### src/sv/nsr_pkg.sv
// ----------------------------------------------------------------------------
// nsr_pkg: shared types and constants of the n-sigma row selector
// Column count, row limit, pass codes and the status codes of a result.
// ----------------------------------------------------------------------------
package nsr_pkg;

    localparam int COLUMNS    = 4;
    localparam int MAX_ROWS   = 1048576;
    localparam int ROW_W      = 20;
    localparam int CNT_W      = 21;
    localparam int SAMPLE_W   = 16;
    localparam int SUM_W      = 37;
    localparam int DEV_W      = 55;
    localparam int SIGMA_W    = 28;
    localparam int CFG_W      = 16;
    localparam int CFG_IDX_W  = 2;
    localparam int BOUND_W    = SIGMA_W + CFG_W;

    typedef logic signed [SAMPLE_W-1:0] sample_t;
    typedef logic signed [SUM_W-1:0]    sum_t;
    typedef logic [DEV_W-1:0]           dev_t;
    typedef logic [SIGMA_W-1:0]         sigma_t;

    typedef enum logic [1:0] {
        PASS_MEAN     = 2'd0,
        PASS_DEV      = 2'd1,
        PASS_CLASSIFY = 2'd2,
        PASS_BAD      = 2'd3
    } pass_t;

    typedef enum logic [1:0] {
        ST_OK    = 2'd0,
        ST_ORDER = 2'd1,
        ST_SAT   = 2'd2,
        ST_RSVD  = 2'd3
    } status_t;

    typedef enum logic [1:0] {
        CFG_NSIGMA  = 2'd0,
        CFG_EXCLUDE = 2'd1,
        CFG_ENABLE  = 2'd2,
        CFG_NONE    = 2'd3
    } cfg_idx_t;

    typedef enum logic [2:0] {
        FS_IDLE,
        FS_LOAD,
        FS_DIV,
        FS_SQRT,
        FS_NEXT
    } fin_state_t;

    typedef struct packed {
        logic in_bound;
        logic enabled;
    } lane_cut_t;

endpackage

### src/sv/nsr_lane.sv
// ----------------------------------------------------------------------------
// nsr_lane: one column's accumulators and cut test
// Holds sum, deviation sum, mean and sigma; accumulates per row.
// ----------------------------------------------------------------------------
module nsr_lane (
    input  logic                clk,
    input  logic                rst_n,
    input  logic signed [15:0]  sample,
    input  logic                acc_sum,
    input  logic                acc_dev,
    input  logic                clr_sum,
    input  logic                clr_dev,
    input  logic                set_mean,
    input  logic signed [15:0]  mean_val,
    input  logic                set_sigma,
    input  logic [nsr_pkg::SIGMA_W-1:0] sigma_val,
    input  logic [15:0]         nsigma,
    input  logic                enabled,
    output logic signed [36:0]  sum,
    output logic [54:0]         dev,
    output nsr_pkg::lane_cut_t  cut
);
    import nsr_pkg::*;

    sum_t            sum_reg;
    dev_t            dev_reg;
    sample_t         mean_reg;
    sigma_t          sigma_reg;
    logic signed [16:0] diff;
    logic [16:0]     ad;
    logic [33:0]     sq;
    logic [BOUND_W-1:0] bound;

    assign diff  = 17'(sample) - 17'(mean_reg);
    assign ad    = diff[16] ? 17'(-diff) : diff;
    assign sq    = 34'(ad) * 34'(ad);
    assign bound = BOUND_W'(nsigma) * BOUND_W'(sigma_reg);

    always_ff @(posedge clk or negedge rst_n)
    begin
        if (!rst_n)
        begin
            sum_reg   <= '0;
            dev_reg   <= '0;
            mean_reg  <= '0;
            sigma_reg <= '0;
        end
        else
        begin
            if (clr_sum)
                sum_reg <= '0;
            else if (acc_sum)
                sum_reg <= sum_reg + SUM_W'(sample);
            if (clr_dev)
                dev_reg <= '0;
            else if (acc_dev)
                dev_reg <= dev_reg + DEV_W'(sq);
            if (set_mean)
                mean_reg <= mean_val;
            if (set_sigma)
                sigma_reg <= sigma_val;
        end
    end

    assign sum          = sum_reg;
    assign dev          = dev_reg;
    assign cut.in_bound = BOUND_W'({ad, 8'd0}) <= bound;
    assign cut.enabled  = enabled;
endmodule

### config.mk
export PLATFORM = sky130hd
export DESIGN_NAME = nsr_lane
export DESIGN_NICKNAME = d
export VERILOG_FILES = /design/src/sv/nsr_pkg.sv /design/src/sv/nsr_lane.sv
export SDC_FILE = /design/constraint.sdc
export NUM_CORES = 2
export LEC_CHECK = 0
export BUFFER_PORTS_ARGS = -buffer_cell sky130_fd_sc_hd__buf_2
export CORE_MARGIN = 1
export CORE_UTILIZATION = 45
export CTS_CLUSTER_SIZE = 25
export DETAILED_ROUTE_END_ITERATION = 10
export HOLD_SLACK_MARGIN = 0.05
export SYNTH_ARGS = -nofsm -noshare
export SYNTH_HDL_FRONTEND = slang
export SYNTH_SLANG_ARGS = --single-unit
### constraint.sdc
create_clock -name clk -period 11.68 [get_ports clk]
set_input_delay 0.584 -clock clk [delete_from_list [all_inputs] [get_ports clk]]
set_output_delay 0.584 -clock clk [all_outputs]
set_load 0.01 [all_outputs]
==> impl_metrics.csv <==
group,metric,value,unit
run_status,status,"completed",
sta,min_period,10.14,ns
clocking,cts_inserted_buffers,17,
drt,drc,0,
logic_synthesis,ys.flop_type,"dfrtp_1",
layout,syn2layout_area_growth,7.16,%
floorplan,io_pins,179,
clocking,cts_root_buf,"clkbuf_16",
logic_synthesis,synth_cells,3687,
critical_path,critical-path-max-stage-delay,0.77,ns
critical_path,required,12.03,ns
grt,grt_util_all_layers,24.2,%
critical_path,end_kind,"flip-flop",
logic_synthesis,synth_area,32300,sq um
drt,vias,24558,
place,portBuffers,176,
floorplan,core-area,70500,sq um
sta,clock_skew,0.0279,ns
layout,mostFrequentLayoutCell,"inv_1",
grt,grt_pass1_vias,26324,
clocking,clk_pin_slew_worst_paths,0.07,ns
drt,drt_iter0_drc,1269,
grt,grt_max_degree,84,
drt,dr_wl_met3,4700,um
sta,setup_tns,0,ns
layout,diodes,0,
drt,wl_met1,37600,um
floorplan,die_width,270,um
floorplan,rows,97,
critical_path,crit_buf_inv,4,
job,drv_cap,0,
sta,finalSetupViolCount,0,
grt,antenna_found_initial,2,
sta,fmax,98.6,MHz
layout,drive_above_1_share,8.10,%
critical_path,cp_top_family,"adder cells",
place,gp_congestion,0.895,
floorplan,die-area,72900,sq um
clocking,holdBufCountCts,0,
critical_path,crit_slowest_cell,"xor2_2",
logic_synthesis,ys_seq_elements,136,
drt,dr.pass1.iters,5,
clocking,cts-resized-gates,0,
logic_synthesis,yosysWarnings,0,
drt,wl_met2,38600,um
floorplan,start_util,45.8,%
place,dp_hpwl,66300,um
floorplan,fp.dieH,270,um
clocking,worstSkewPairLatency,0.50,ns
clocking,h-tree-depth,4,
sta,slew_headroom,27.4,%
layout,fin_util,49.1,%
critical_path,crit_fanout,14,
drt,viasPerCell,5.19,
critical_path,path_common_cell,"fa_1",
grt,grt_pass1_wl,140000,um
drt,wl_per_cell,17.3,um
clocking,cts_buffer_depth,2,
sta,holdWs,0.115,ns
logic_synthesis,yosys.cell_types.count,83,
layout,largest_reg_flops,55,
critical_path,crit_path_start_kind,"flip-flop",
critical_path,rrSetupSlack,1.54,ns
layout,nNetsFinal,4747,
clocking,cts_sinks,136,
grt,overflow,0,
hold_path,hold_class,"in2async",
logic_synthesis,ys_async_sr_fraction,100,%
logic_synthesis,ys_seq_area_share,10.5,%
sta,setup_slack,1.54,ns
sta,finalCritPeriodShare,86.8,%
place,dpl_worst_slack,1.19,ns
drt,routed_wl,82000,um
critical_path,crit_type,"reg2reg",
sta,worstMarginPinSlew,1.08,ns
sta,drv_slew,0,
logic_synthesis,synth_edf_count,0,
critical_path,critPathArrivalTime,10.49,ns
logic_synthesis,syn_avg_cell_area,8.77,sq um
sta,hold_viol,0,
clocking,post_cts_buffers,0,
layout,final_cell_mix,"inv_1, fa_1, nand2_1, ha_1, nor2_1",
drt,routed.top_layer,"met5",
drt,antenna_left,0,
clocking,cts_tree,"built",
sta,rsz0062_at_grt,"no",
[worst paths after layout]
check / end / depth (start not counted) / from
min reg2reg: sum[36] / 2 / sum[36]
max in group asynchronous: sigma_reg[8] / 2 / rst_n
min: dev[53] / 1 / rst_n
min in group clk: mean_reg[14] / 3 / mean_val[14]
max: dev[52] / 34 / mean_reg[0]
max reg2reg: dev[52] / 34 / mean_reg[0]
[layer usage]
layer / GRT usage, % / vias up
met5: 0 / -
met4: 5.01 / 4
met3: 4.50 / 69
met2: 39.8 / 583
met1: 33.1 / 12329
li1: - / 11573
[area by class of cell]
| cell class | instances | area, sq um |
|---|---|---|
| fillers | 6897 | 35900 |
| multi-input cells | 2639 | 25500 |
| flip-flops and latches | 136 | 3400 |
| repair buffers | 197 | 1040 |
| clock buffers | 18 | 439 |
| well taps | 940 | 1180 |
| inverters | 787 | 2950 |
| clock inverters | 14 | 163 |
[logic make-up after synthesis]
group,share of synthesized area (%)
XOR/XNOR,3.80
multiplexers,2.60
adder cells (fa/ha/maj),47.8
AO/OA/AOI/OAI,9.12
buffers and inverters,10.8
flip-flops,10.5
other,0.0232
AND/OR/NAND/NOR,15.3
[metrics by stage]
stage,instances,area (sq um)
floorplan,3696,32400
global placement,4699,34000
detailed placement,4699,34000
CTS,4731,34600
global route,4731,34600
finish,4731,34600
[synthesized netlist by cell type, types with 30 or more instances]
cell type  instances  area share (%)
nor3_1            30            0.46
clkbuf_1         117             1.4
and2_1           169             3.3
o21ai_0          108             1.7
fa_1             586              36
inv_1            774             9.0
xnor2_1           83             2.2
nand2_1          482             5.6
dfrtp_1          136              11
a21oi_1          127             2.0
xor2_1            43             1.2
mux2_2            31             1.1
mux2i_1           49             1.5
a21o_1            50             1.2
nand3_1           35            0.54
nor2_1           234             2.7
ha_1             298              12
Power is not shown: default switching activity piles up to over one toggle a cycle in this logic, so the estimate is an artifact.
